$ cat config.mk
export PLATFORM = sky130hd
export DESIGN_NAME = mdht_ram
export DESIGN_NICKNAME = d
export VERILOG_FILES = /design/src/design/mdht_ram.sv
export SDC_FILE = /design/constraint.sdc
export NUM_CORES = 1
export LEC_CHECK = 0
export BUFFER_PORTS_ARGS = -buffer_cell sky130_fd_sc_hd__buf_4
export CAP_MARGIN = 5
export CORE_ASPECT_RATIO = 0.9
export CORE_MARGIN = 2
export CORE_UTILIZATION = 55
export DETAILED_ROUTE_END_ITERATION = 6
export HOLD_SLACK_MARGIN = 0.12
export PLACE_DENSITY_LB_ADDON = 0.12
export SYNTH_ARGS = -nofsm -noshare
export SYNTH_HDL_FRONTEND = slang
export SYNTH_SLANG_ARGS = --single-unit
$ cat constraint.sdc
create_clock -name i_clk -period 1.9 [get_ports i_clk]
set_input_delay 0.095 -clock i_clk [delete_from_list [all_inputs] [get_ports i_clk]]
set_output_delay 0.095 -clock i_clk [all_outputs]
set_load 0.03 [all_outputs]
$ cat src/design/mdht_ram.sv
module mdht_ram #(
    parameter int WIDTH = 8,
    parameter int DEPTH = 16
) (
    input  logic                     i_clk,
    input  logic [$clog2(DEPTH)-1:0] i_addr,
    input  logic                     i_we,
    input  logic [WIDTH-1:0]         i_wdata,
    output logic [WIDTH-1:0]         o_rdata
);

    logic [WIDTH-1:0] r_mem [DEPTH];
    logic [WIDTH-1:0] r_rdata;

    always_ff @(posedge i_clk) begin
        if (i_we) begin
            r_mem[i_addr] <= i_wdata;
        end
        r_rdata <= r_mem[i_addr];
    end

    assign o_rdata = r_rdata;

endmodule

==> qor.txt <==
Seq/Total Area, Yosys = 79.0%
P_leak = 2.11 nW
Overall routed net length = 9450 µm
Reg2reg path depth = 3
Syn avg cell area = 22.0 µm²
Status = finished clean
First-pass GRT wire length = 14900 µm
Hold Path Cell Cnt = 4
Finish-stage setup viols = 0
H-tree levels = 4
Largest net degree at the start of global routing = 35
Slew margin rel. = 62.2%
CTS root buf = clkbuf_8
FF-to-FF End = o_rdata[5]
TritonCTS Buffers = 17
Antenna fix cells = 0
Num rows = 33
R2R Path Start = r_mem[3][5]
Area Overhead vs Synth = 23.0%
Hold_sp = i_addr[2]
Crit path launch type = input pin
Final Hold Viols = 0
Share of cells above drive strength 1 = 36.0%
Seq cells post-synth = 136
Critical path class = in -> reg
Min cycle time layout = 1.54 ns
Nets = 309
Setup TNS = 0 ns
Filler cell count = 552
WP buf/inv = 3
Die W = 105 µm
Arr. time, crit path = 1.77 ns
Post-route ant nets = 0
R2r setup slk = 0.52 ns
Syn_nets = 244
Final non-filler cell area = 6230 µm²
Final worst path period share = 81.2%
CTS max path bufs = 2
Critical path's top delay family = buffers and inverters
Cell Area, Placed = 5520 µm²
Mapped cell area = 5070 µm²
CTS tree = built
RSZ-0062 raised after global routing = no
Endpoint, Worst Hold = o_rdata[0]
Via/cell ratio = 5.70
Initial Utilization = 56.0%
Hold Crit Class = in -> reg
Clk_lat worst skew = 0.53 ns
Peak supply drop = 0.918 mV
Required @ worst endpoint = 2.13 ns
Crit-path most repeated cell = buf_4
Fin util = 68.9%
Max Cap Viol = 0
Final Max Tran Viols = 0
GPL Wtd Cong = 0.769
IO buf count = 21
Post-CTS Setup Inserts = 0
Setup crit end kind = flop
DRT iter0 DRCs = 150
I/O Pins = 22
Worst hold slack = 0.139 ns
Die area = 10000 µm²
Pwr Density = 1150 nW/µm²
Clock Sinks = 136
Worst slew pin tran = 0.566 ns
Wire per inst = 22.0 µm
Total global-route track usage = 21.7%
Drt pass-1 iters = 4
Slowest cell on the critical path = dlygate4sd3_1
YS warnings = 0
Crit path max fanout = 8
Max Freq = 0.648 GHz
Synth cell types = 18
Clock skew = 0.00625 ns
Clk slew on worst S/H paths = 0.06 ns
Initial antenna violation count = 0
Core area = 9040 µm²
Synthesized instance count = 230
Vias in the first global route = 2537
Worst path max stage delay = 0.54 ns
Hpwl dp = 6080 µm
Pwr Total = 7.16 mW
Cell Chain, Critical Path = dlygate4sd3_1, buf_4, or3b_2, nor3_1, buf_4
DRC viols = 0
Die H = 95.1 µm
GR Overflow Total = 0
Vias = 2453
[metrics by stage]
stage	cells	worst slack [ns]
2_1_floorplan	230	0.312
3_3_place_gp	389	0.246
3_5_place_dp	389	0.246
4_1_cts	430	0.385
5_1_grt	430	0.323
6_report	430	0.358
[kinds of logic (layout without fill, tap and decap cells)]
logic type / count (synthesis) / in the layout / share of synthesized area [%]
flops: 136 / 136 / 79.0
buf+inv: 11 / 89 / 1.19
simple gates: 35 / 35 / 3.21
compound gates: 16 / 16 / 2.37
mux: 32 / 32 / 14.2
[sequential cells by signal, indices dropped and copies added (netlist names)]
register	flops
o_rdata	8
r_mem	128
[final cells by class]
type | instances | area (µm²) | share of cell area (%)
Multi-Input combinational cell | 83 | 1000 | 16.1
Sequential cell | 136 | 4000 | 64.2
Clock buffer | 17 | 414 | 6.65
Clock inverter | 15 | 208 | 3.33
Timing Repair Buffer | 57 | 450 | 7.23
Tap cell | 122 | 153 | 2.45
[worst max path at each step]
stage / startpoint / end / slack (ns) / depth (start not counted)
after detailed placement: i_addr[0] / o_rdata[3] / 0.25 / 5
final: i_addr[3] / r_mem[0][3] / 0.36 / 5
after CTS: i_addr[3] / r_mem[0][3] / 0.39 / 5
after global routing: i_addr[3] / r_mem[0][0] / 0.32 / 5
after floorplan: i_addr[2] / r_mem[0][0] / 0.31 / 2
after global placement: i_addr[0] / o_rdata[3] / 0.25 / 5
[tightest hold or removal path, stage by stage]
cell     delay (ns)
buf_4          0.12
nor2_1         0.14
a22oi_1        0.20
nand2_1        0.06
[timing repair]
action / in CTS / in global routing
hold endpoints to repair: 133 / 0
gates resized for setup: 0 / 0
hold buffers: 9 / 0
setup endpoints to repair: 0 / 0
[routing by layer]
metal  GRT usage, %  vias to the layer above  share of wire, %  wire (µm)
met2           34.7                       76                50       4710
met5              0                        -                 0          0
li1               -                     1091                 -          -
met4           9.00                        0               1.5        138
met3           6.36                       12               5.2        491
met1           28.6                     1274                43       4110
[cell usage in the layout, fill, tap and decap left out]
| cell | instances |
|---|---|
| a22oi_1 | 16 |
| and2_1 | 1 |
| buf_4 | 48 |
| bufinv_16 | 5 |
| clkbuf_16 | 16 |
| clkbuf_8 | 1 |
| clkinv_1 | 2 |
| clkinv_2 | 4 |
| clkinvlp_4 | 4 |
| dfxtp_1 | 8 |
| dlygate4sd3_1 | 9 |
| edfxtp_1 | 128 |
| mux4_2 | 32 |
| nand2_1 | 9 |
| nand2b_1 | 2 |
| nand3_1 | 1 |
| nand3b_1 | 2 |
| nor2_1 | 13 |
| nor2b_1 | 2 |
| nor3_1 | 4 |
| or3b_2 | 1 |
[Yosys cell counts]
library cell	instances	area (µm²)
edfxtp_1	128	3840
mux4_2	32	721
a22oi_1	16	120
nor2_1	13	48.8
nand2_1	9	33.8
dfxtp_1	8	160
buf_1	4	15.0
nor3_1	4	20.0
buf_2	2	10.0
buf_6	2	22.5
clkbuf_1	2	7.51
nand2b_1	2	12.5
nand3b_1	2	15.0
nor2b_1	2	12.5
and2_1	1	6.26
clkbuf_2	1	5.00
nand3_1	1	5.00
or3b_2	1	8.76
[report_power, final]
group / switching [mW] / internal (mW)
Clock: 1.16 / 2.24
Combinational: 0.215 / 0.168
Sequential: 0.0221 / 3.36
(Power assumes the default switching activity.)
