**src/design/mdht_pkg.sv**
```systemverilog
package mdht_pkg;

    localparam int BUCKET_COUNT = 4096;
    localparam int BUCKET_W     = $clog2(BUCKET_COUNT);
    localparam int SLOT_W       = 12;

    localparam logic [31:0] FNV_BASIS = 32'd2166136261;
    // FNV prime 16777619 is 2^24 + 0x193.
    localparam logic [8:0]  FNV_PRIME_LO = 9'h193;

    localparam logic [15:0] CAP_RESET = 16'd2048;

    localparam int S_TDATA_W = 184;
    localparam int M_TDATA_W = 80;

    localparam logic [2:0] ST_NEW       = 3'd0;
    localparam logic [2:0] ST_STRONGER  = 3'd1;
    localparam logic [2:0] ST_WEAKER    = 3'd2;
    localparam logic [2:0] ST_ROLLOVER  = 3'd3;
    localparam logic [2:0] ST_DROPPED   = 3'd4;

    typedef struct packed {
        logic        valid;
        logic [47:0] address;
        logic [7:0]  best_signal;
        logic [7:0]  channel;
        logic        kind;
        logic [31:0] latitude;
        logic [31:0] longitude;
        logic [20:0] altitude;
        logic [31:0] seen_at;
    } t_entry;

    localparam int ENTRY_W = $bits(t_entry);

    typedef struct packed {
        logic [47:0] address;
        logic [7:0]  signal;
        logic [7:0]  channel;
        logic        kind;
        logic        pos_ok;
        logic [30:0] latitude;
        logic [31:0] longitude;
        logic        alt_ok;
        logic [20:0] altitude;
        logic [31:0] seen;
    } t_item;

endpackage

```
**src/design/mdht_fnv.sv**
```systemverilog
module mdht_fnv (
    input  logic        i_clk,
    input  logic        i_rst_n,
    input  logic        i_start,
    input  logic [47:0] i_addr,
    output logic        o_done,
    output logic [31:0] o_hash
);
    import mdht_pkg::*;

    logic        r_busy;
    logic [2:0]  r_cnt;
    logic [47:0] r_addr;
    logic [31:0] r_h;
    logic        r_done;
    logic [31:0] x;
    logic [31:0] n_h;

    // One byte per cycle: xor, then multiply by the prime as a shift plus a small product.
    assign x   = r_h ^ {24'd0, r_addr[7:0]};
    assign n_h = (x << 24) + 32'(x * {23'd0, FNV_PRIME_LO});

    always_ff @(posedge i_clk) begin
        if (!i_rst_n) begin
            r_busy <= 1'b0;
            r_done <= 1'b0;
            r_cnt  <= 3'd0;
        end else begin
            r_done <= 1'b0;
            if (i_start) begin
                r_busy <= 1'b1;
                r_cnt  <= 3'd0;
            end else if (r_busy) begin
                r_cnt <= r_cnt + 3'd1;
                if (r_cnt == 3'd5) begin
                    r_busy <= 1'b0;
                    r_done <= 1'b1;
                end
            end
        end
    end

    always_ff @(posedge i_clk) begin
        if (i_start) begin
            r_h    <= FNV_BASIS;
            r_addr <= i_addr;
        end else if (r_busy) begin
            r_h    <= n_h;
            r_addr <= {8'd0, r_addr[47:8]};
        end
    end

    assign o_done = r_done;
    assign o_hash = r_h;

endmodule

```
**config.mk**
```make
export PLATFORM = sky130hd
export DESIGN_NAME = mdht_fnv
export DESIGN_NICKNAME = d
export VERILOG_FILES = /design/src/design/mdht_pkg.sv /design/src/design/mdht_fnv.sv
export SDC_FILE = /design/constraint.sdc
export NUM_CORES = 1
export LEC_CHECK = 0
export BUFFER_PORTS_ARGS = -buffer_cell sky130_fd_sc_hd__buf_2
export CAP_MARGIN = 10
export CORE_ASPECT_RATIO = 0.9
export CORE_MARGIN = 2
export CORE_UTILIZATION = 60
export DETAILED_ROUTE_END_ITERATION = 8
export PLACE_DENSITY = 0.93
export SYNTH_ARGS = -nofsm -noshare
export SYNTH_HDL_FRONTEND = slang
export SYNTH_SLANG_ARGS = --single-unit
```
**constraint.sdc**
```tcl
create_clock -name i_clk -period 11.82 [get_ports i_clk]
set_clock_uncertainty 0.05 [all_clocks]
set_input_delay 0.591 -clock i_clk [delete_from_list [all_inputs] [get_ports i_clk]]
set_output_delay 0.591 -clock i_clk [all_outputs]
set_load 0.05 [all_outputs]
```
==> summary.md, run 1 <==
| Metric | Value |
|---|---|
| Gr ovfl total | 0 |
| Post-synth EDFFs | 48 |
| Die ar. | 0.0140 mm^2 |
| Post-synth top area share | 19.9% |
| Inserted Diodes | 0 |
| Vias in the first global route | 5974 |
| Avg Inst Size Synth | about 11 um^2 |
| Antenna-violating nets left | 0 |
| Routed vias/inst | 5.69 |
| Tcrit/Tclk final | 49.4% |
| Clk buf depth | 2 |
| Synth Register Bits | between 80 and 90 |
| Via Count | 5555 |
| Syn. warnings | 0 |
| FMAX | between 150 and 200 MHz |
| Htree depth | 3 |
| Sequential area share after synthesis | 27.8% |
| First-pass GRT wire length | 30.1 mm |
| Netlist Area Pre-Place | 0.00786 mm^2 |
| Setup TNS | 0 ns |
| Worst min path class | input port to flop |
| GPL Wtd Cong | 0.942 |
| DR pass1 iterations | 5 |
| Status | finished, final reports clean |
| Max-slew violation count | 0 |
| I/O pins | 84 |
| Top FF cell, synth | edfxtp_1 |
| Tightest Pin Transition | approximately 1.1 ns |
| Row cnt | 39 |
| Core area | 0.0127 mm^2 |
| Total wire length | 18.5 mm |
| Layout cell share with drive strength beyond 1 | a little under a fifth |
| Synth area leader | fa_1 |
| Total track usage | around 28% |
| Post-DP HPWL | ~14 mm |
| Max Cap Viol | 0 |
| Multi-input logic area | 0.00504 mm^2 |
| Post-DR wirelength/cell | 19.0 um |
| Final Hold Fails | 0 |
| Clk root buf | clkbuf_16 |
| Critical-path maximum fanout | 5 |
| Worst Setup End Kind | flop |
| Sequential cell area | between 0.002 and 0.0025 mm^2 |
| Hold buffers post-CTS | 0 |
| RSZ-0062 raised after global routing | false |
| # DRC | 0 |
| TritonCTS clock tree | done |
| Mapped Cells | approximately 730 |
| Final core utilization | between 60% and 70% |
| Clock transition at the registers of the reported paths | around 0.08 ns |
| Synth-to-layout area growth | 11.2% |
| Filler instances | 852 |
| Largest net degree at the start of global routing | 74 |
| DIE WIDTH | 125 um |
| Post-CTS setup buffers | 0 |
| I/O Buffers | 83 |
| Post-placement worst setup slack | 6.17 ns |
| Starting Density | about three fifths |
| Crit path kind | flop to flop |
| # clock sinks | 85 |
| Post-cts sizing count | 0 |
| Total CTS buffers | 9 |
| Ys async rst share | 0% |
| Worst Path Arrival | 6.01 ns |
| Setup Viol. Count Final | 0 |
| Clock latency on the worst-skew pair | 0.36 ns |
| Worst setup margin | 5.98 ns |
| Die Height | 113 um |
| First-iteration detailed-routing DRC count | 512 |
| Number of antenna violations at the first check in global routing | 0 |
| Startpoint Class | flop |
| CP Data Required Time | around 12 ns |
| Synth cell types | 52 |
| # nets final | between 1000 and 1500 |
| Ranking of synthesized cells by area | fa_1 (20%), edfxtp_1 (18%), ha_1 (18%), dfxtp_1 (9.4%), inv_1 (7.3%) |
| Max-slew headroom | between 20 and 30% |
| Final min period | 5.84 ns |
| Synthesized Nets | 967 |
placed cells by master, fill, tap and decap left out, types with 4 or more instances in the layout:
cell / instances
dfxtp_1: 37
a22o_1: 5
a21o_1: 10
fa_1: 78
xor2_1: 11
and2_1: 10
nand2b_1: 5
inv_1: 151
xnor2_1: 37
mux2_2: 40
a211o_1: 7
and3_1: 5
or2_2: 4
nor2b_1: 6
edfxtp_1: 48
clkbuf_16: 9
nand2_1: 16
buf_2: 83
nand4_1: 4
a21oi_1: 33
nor2_1: 27
o21ai_0: 15
ha_1: 112
nand3_1: 4
mux2i_1: 8
a211oi_1: 4
per-layer routing:
layer / share of wire (%) / up-vias / global-route usage (%)
li1: - / 2573 / -
met1: 39 / 2703 / 34.7
met2: 50 / 224 / 47.2
met3: 7.2 / 55 / 5.67
met4: 3.4 / 0 / 11.0
met5: 0 / - / 0
cell usage after synthesis (all sizes together) (2+ instances only):
master / n
inv: 152
ha: 112
fa: 78
edfxtp: 48
mux2: 40
dfxtp: 37
xnor2: 37
a21oi: 33
nor2: 27
o21ai: 17
nand2: 16
clkbuf: 11
xor2: 11
a21o: 10
and2: 10
mux2i: 8
a211o: 7
nor2b: 6
a211oi: 5
a22o: 5
and3: 5
nand2b: 5
buf: 4
nand3: 4
nand4: 4
o211ai: 4
or2: 4
o21a: 3
a21boi: 2
a2bb2oi: 2
nor3: 2
o21ba: 2
o21bai: 2
worst paths after layout:
| check | start | end | slack (ns) | cells past startpoint |
|---|---|---|---|---|
| setup reg to reg | o_hash[7]$_SDFFE_PP1P_ | o_hash[31]$_SDFFE_PP1P_ | 5.98 | 18 |
| hold / removal | i_rst_n | r_busy$_SDFF_PN0_ | 0.43 | 2 |
| hold reg to reg | r_cnt[2]$_SDFFE_PP0P_ | o_done$_SDFF_PP0_ | 0.49 | 1 |
| setup / recovery | o_hash[7]$_SDFFE_PP1P_ | o_hash[31]$_SDFFE_PP1P_ | 5.98 | 18 |
registers in the layout, summed over array words and instances (netlist names):
signal,cells
r_addr,48
r_cnt,3
r_busy,1
o_hash,32
o_done,1
worst max-delay path: stages (launching register included):
cell and delay (ns):
dfxtp_1 0.38, xor2_1 0.58, ha_1 0.40, fa_1 0.52, inv_1 0.06, fa_1 0.51
fa_1 0.52, inv_1 0.04, ha_1 0.29, ha_1 0.38, a21oi_1 0.20, o21ai_0 0.15
a32oi_2 0.29, o21ai_1 0.12, o21ba_1 0.22, o41a_1 0.38, a211o_1 0.31, xnor2_1 0.20
a2bb2oi_1 0.10
area by class of cell:
type / instances / share of cell area, %
well taps: 164 / 2.35
inverters: 152 / 6.53
multi-input cells: 474 / 57.7
clock buffers: 9 / 2.58
clock inverters: 7 / 0.916
repair buffers: 85 / 4.93
flip-flops and latches: 85 / 25.0
kinds of logic after synthesis:
family                     after synthesis  synth area share [%]
xor gates and xnor gates                48                  5.35
DFF                                     85                  27.8
AOI/OAI and AO/OA                      101                  8.87
buffers and inverters                  167                  8.00
adders and majority gates              190                  37.7
and+or+nand+nor                         87                  5.53
muxes                                   48                  6.75
per-stage QoR:
stage / hold WS (ns) / cells / instance area (um^2)
final: 0.431 / 976 / 8740
after global routing: 0.462 / 976 / 8740
after CTS: 0.429 / 976 / 8740
after detailed placement: 0.450 / 960 / 8430
after global placement: 0.434 / 960 / 8430
after floorplan: 0.422 / 726 / 7860
Power of run 1 is left out: the tool's default activity adds up to more than one toggle a clock period on the data nets, which glitch-free logic cannot reach.
==> inputs of run 2 (changes only) <==
--- a/config.mk
+++ b/config.mk
@@ -9,9 +9,9 @@
 export CAP_MARGIN = 10
 export CORE_ASPECT_RATIO = 0.9
 export CORE_MARGIN = 2
-export CORE_UTILIZATION = 60
+export CORE_UTILIZATION = 55
 export DETAILED_ROUTE_END_ITERATION = 8
-export PLACE_DENSITY = 0.93
+export PLACE_DENSITY = 0.9
 export SYNTH_ARGS = -nofsm -noshare
 export SYNTH_HDL_FRONTEND = slang
 export SYNTH_SLANG_ARGS = --single-unit
==> constraint.sdc (replaced) <==
create_clock -name i_clk -period 4.8 [get_ports i_clk]
set_clock_uncertainty 0.05 [all_clocks]
set_input_delay 0.24 -clock i_clk [delete_from_list [all_inputs] [get_ports i_clk]]
set_output_delay 0.24 -clock i_clk [all_outputs]
set_load 0.05 [all_outputs]
==> summary.md, run 2 (same netlist as run 1, synthesis figures left out) <==
| Metric | Value |
|---|---|
| Post-DR wirelength/cell | 22.9 um (was 19.0 um) |
| Tightest Pin Transition | 1.11 ns (was 1.09 ns) |
| # clock sinks | 85 (unchanged) |
| Max-slew headroom | 25.9% (was 27.2%) |
| Max reg flops | 48 (unchanged) |
| Post-DP HPWL | 15.8 mm (was 14.4 mm) |
| GR Util met2 | 53.4% (was 47.2%) |
| Fin cells | 1105 (was 976) |
| GRT busiest layer | met2 (unchanged) |
| Clk root buf | clkbuf_16 (unchanged) |
| Top reg by flops | r_addr (unchanged) |
| Critical-path maximum fanout | 3 (was 5) |
| Starting Density | 56.1% (was 61.7%) |
| # DRC | 0 (unchanged) |
| Largest net degree at the start of global routing | 74 (unchanged) |
| Final Hold Fails | 0 (unchanged) |
| I/O Buffers | 83 (unchanged) |
| Met1 global-route usage | 37.1% (was 34.7%) |
| Number of antenna violations at the first check in global routing | 0 (unchanged) |
| Tcrit/Tclk final | 111% (was 49.4%) |
| Hold buffers post-CTS | 0 (unchanged) |
| Antenna-violating nets left | 0 (unchanged) |
| Met3 GRT Util | 9.53% (was 5.67%) |
| Via Count | 6596 (was 5555) |
| Htree depth | 3 (unchanged) |
| TritonCTS clock tree | done (unchanged) |
| CP Data Required Time | 4.94 ns (was 11.99 ns) |
| Worst min path class | input port to flop (unchanged) |
| Filler instances | 803 (was 852) |
| Routed vias/inst | 5.97 (was 5.69) |
| Commonest non-fill, non-tap cell in the layout | inv_1 (unchanged) |
| Max-slew violation count | 0 (unchanged) |
| FMAX | 187 MHz (was 171 MHz) |
| Crit path kind | flop to flop (unchanged) |
| Worst Path Arrival | 5.48 ns (was 6.01 ns) |
| # nets final | 1148 (was 1048) |
| Row cnt | 41 (was 39) |
| Die ar. | 0.0153 mm^2 (was 0.0140 mm^2) |
| Hold slack | 0.0953 ns (was 0.431 ns) |
| GPL Wtd Cong | 0.953 (was 0.942) |
| Clock transition at the registers of the reported paths | 0.07 ns (was 0.08 ns) |
| Failing checks | setup timing |
| Worst Setup End Kind | flop (unchanged) |
| RSZ-0062 raised after global routing | true (was false) |
| Core area | 0.0140 mm^2 (was 0.0127 mm^2) |
| I/O pins | 84 (unchanged) |
| Startpoint Class | flop (unchanged) |
| Total track usage | 32.1% (was 27.6%) |
| Total wire length | 25.3 mm (was 18.5 mm) |
| Max Cap Viol | 0 (unchanged) |
| Synth-to-layout area growth | 31.5% (was 11.2%) |
| First-iteration detailed-routing DRC count | 659 (was 512) |
| Vias in the first global route | 7019 (was 5974) |
| Inserted Diodes | 0 (unchanged) |
| Total CTS buffers | 9 (unchanged) |
| First-pass GRT wire length | 36.9 mm (was 30.1 mm) |
| Worst setup margin | -0.544 ns (was 5.98 ns) |
| Layout cell share with drive strength beyond 1 | 39.3% (was 18.6%) |
| Setup Viol. Count Final | 13 (was 0) |
| DIE WIDTH | 130 um (was 125 um) |
| Most frequent cells in the layout | inv_1 (137), buf_4 (95), ha_1 (83), buf_2 (83), fa_1 (71) (was inv_1 (151), ha_1 (112), buf_2 (83)) |
| Gr ovfl total | 0 (unchanged) |
| Clk buf depth | 2 (unchanged) |
| DR pass1 iterations | 6 (was 5) |
| Die Height | 117 um (was 113 um) |
| Setup TNS | -3.18 ns (was 0 ns) |
| Placed cell count | 1063 (was 960) |
| Clock latency on the worst-skew pair | 0.36 ns (about the same) |
| Status | complete, but fails checks (was finished, final reports clean) |
| Final min period | 5.34 ns (was 5.84 ns) |
-- run 2: cell count changes in the layout (fill, tap and decap cells not counted), moves of 10 or more --
cell,delta
buf_4,+93
ha_1,-29
ha_4,+27
dfxtp_1,-15
inv_1,-14
inv_2,+14
a21oi_1,-13
dfxtp_4,+10
-- run 2: timing repair --
item	4_1_cts	5_1_grt
endpoints found under the setup margin	11	17
endpoints found under the hold margin	0	0
resized for setup	62	44
pin swaps	59	44
setup buffers	15	16
-- run 2: layout make-up --
type / count / area [um^2] / share of cell area (%)
Clock inverter: 6 / 76.3 / 0.739
Timing Repair Buffer: 185 / 1210 / 11.7
Tap cell: 193 / 241 / 2.34
Sequential cell: 85 / 2230 / 21.6
Multi-Input combinational cell: 474 / 5770 / 55.8
Clock buffer: 10 / 239 / 2.31
Inverter: 152 / 571 / 5.52
-- run 2: worst max-delay path, cell delays in order, from the launching register on --
cell       delay [ns]
edfxtp_1         0.48
xnor2_2          0.23
inv_2            0.10
ha_4             0.25
buf_4            0.13
ha_1             0.27
ha_1             0.35
fa_1             0.57
ha_4             0.22
fa_2             0.37
a211oi_4         0.34
o211ai_2         0.14
a32oi_2          0.29
o21ai_2          0.12
o21ba_4          0.20
o41a_1           0.48
a211o_1          0.31
xnor2_1          0.17
a2bb2oi_1        0.10
-- run 2: per-layer routing --
metal / vias to the layer above / part of all wire, % / routed length [um]
li1: 2772 / - / -
met1: 3176 / 35 / 8800
met2: 451 / 48 / 12000
met3: 197 / 9.4 / 2380
met4: 0 / 8.2 / 2070
met5: - / 0 / 0
-- run 2: worst paths after layout --
| kind | endpoint | cells after the start | start | slack, ns |
|---|---|---|---|---|
| worst max-delay path | o_hash[31]$_SDFFE_PP1P_ | 18 | r_addr[6]$_DFFE_PP_ | -0.54 |
| worst min-delay path | r_busy$_SDFF_PN0_ | 2 | i_rst_n | 0.1 |
| worst max register to register | o_hash[31]$_SDFFE_PP1P_ | 18 | r_addr[6]$_DFFE_PP_ | -0.54 |
| worst min register to register | r_cnt[1]$_SDFFE_PP0P_ | 2 | r_cnt[1]$_SDFFE_PP0P_ | 0.46 |
-- run 2: metrics by stage --
step	instance area, um^2	utilization [%]	setup slack (ns)
6_report	10300	73.7	-0.544
3_3_place_gp	9220	65.9	-0.183
2_1_floorplan	8060	-	-0.136
4_1_cts	10000	71.7	-0.159
3_5_place_dp	9220	65.9	-0.373
5_1_grt	10300	73.7	-0.591
Power of run 2 is left out for the same reason.
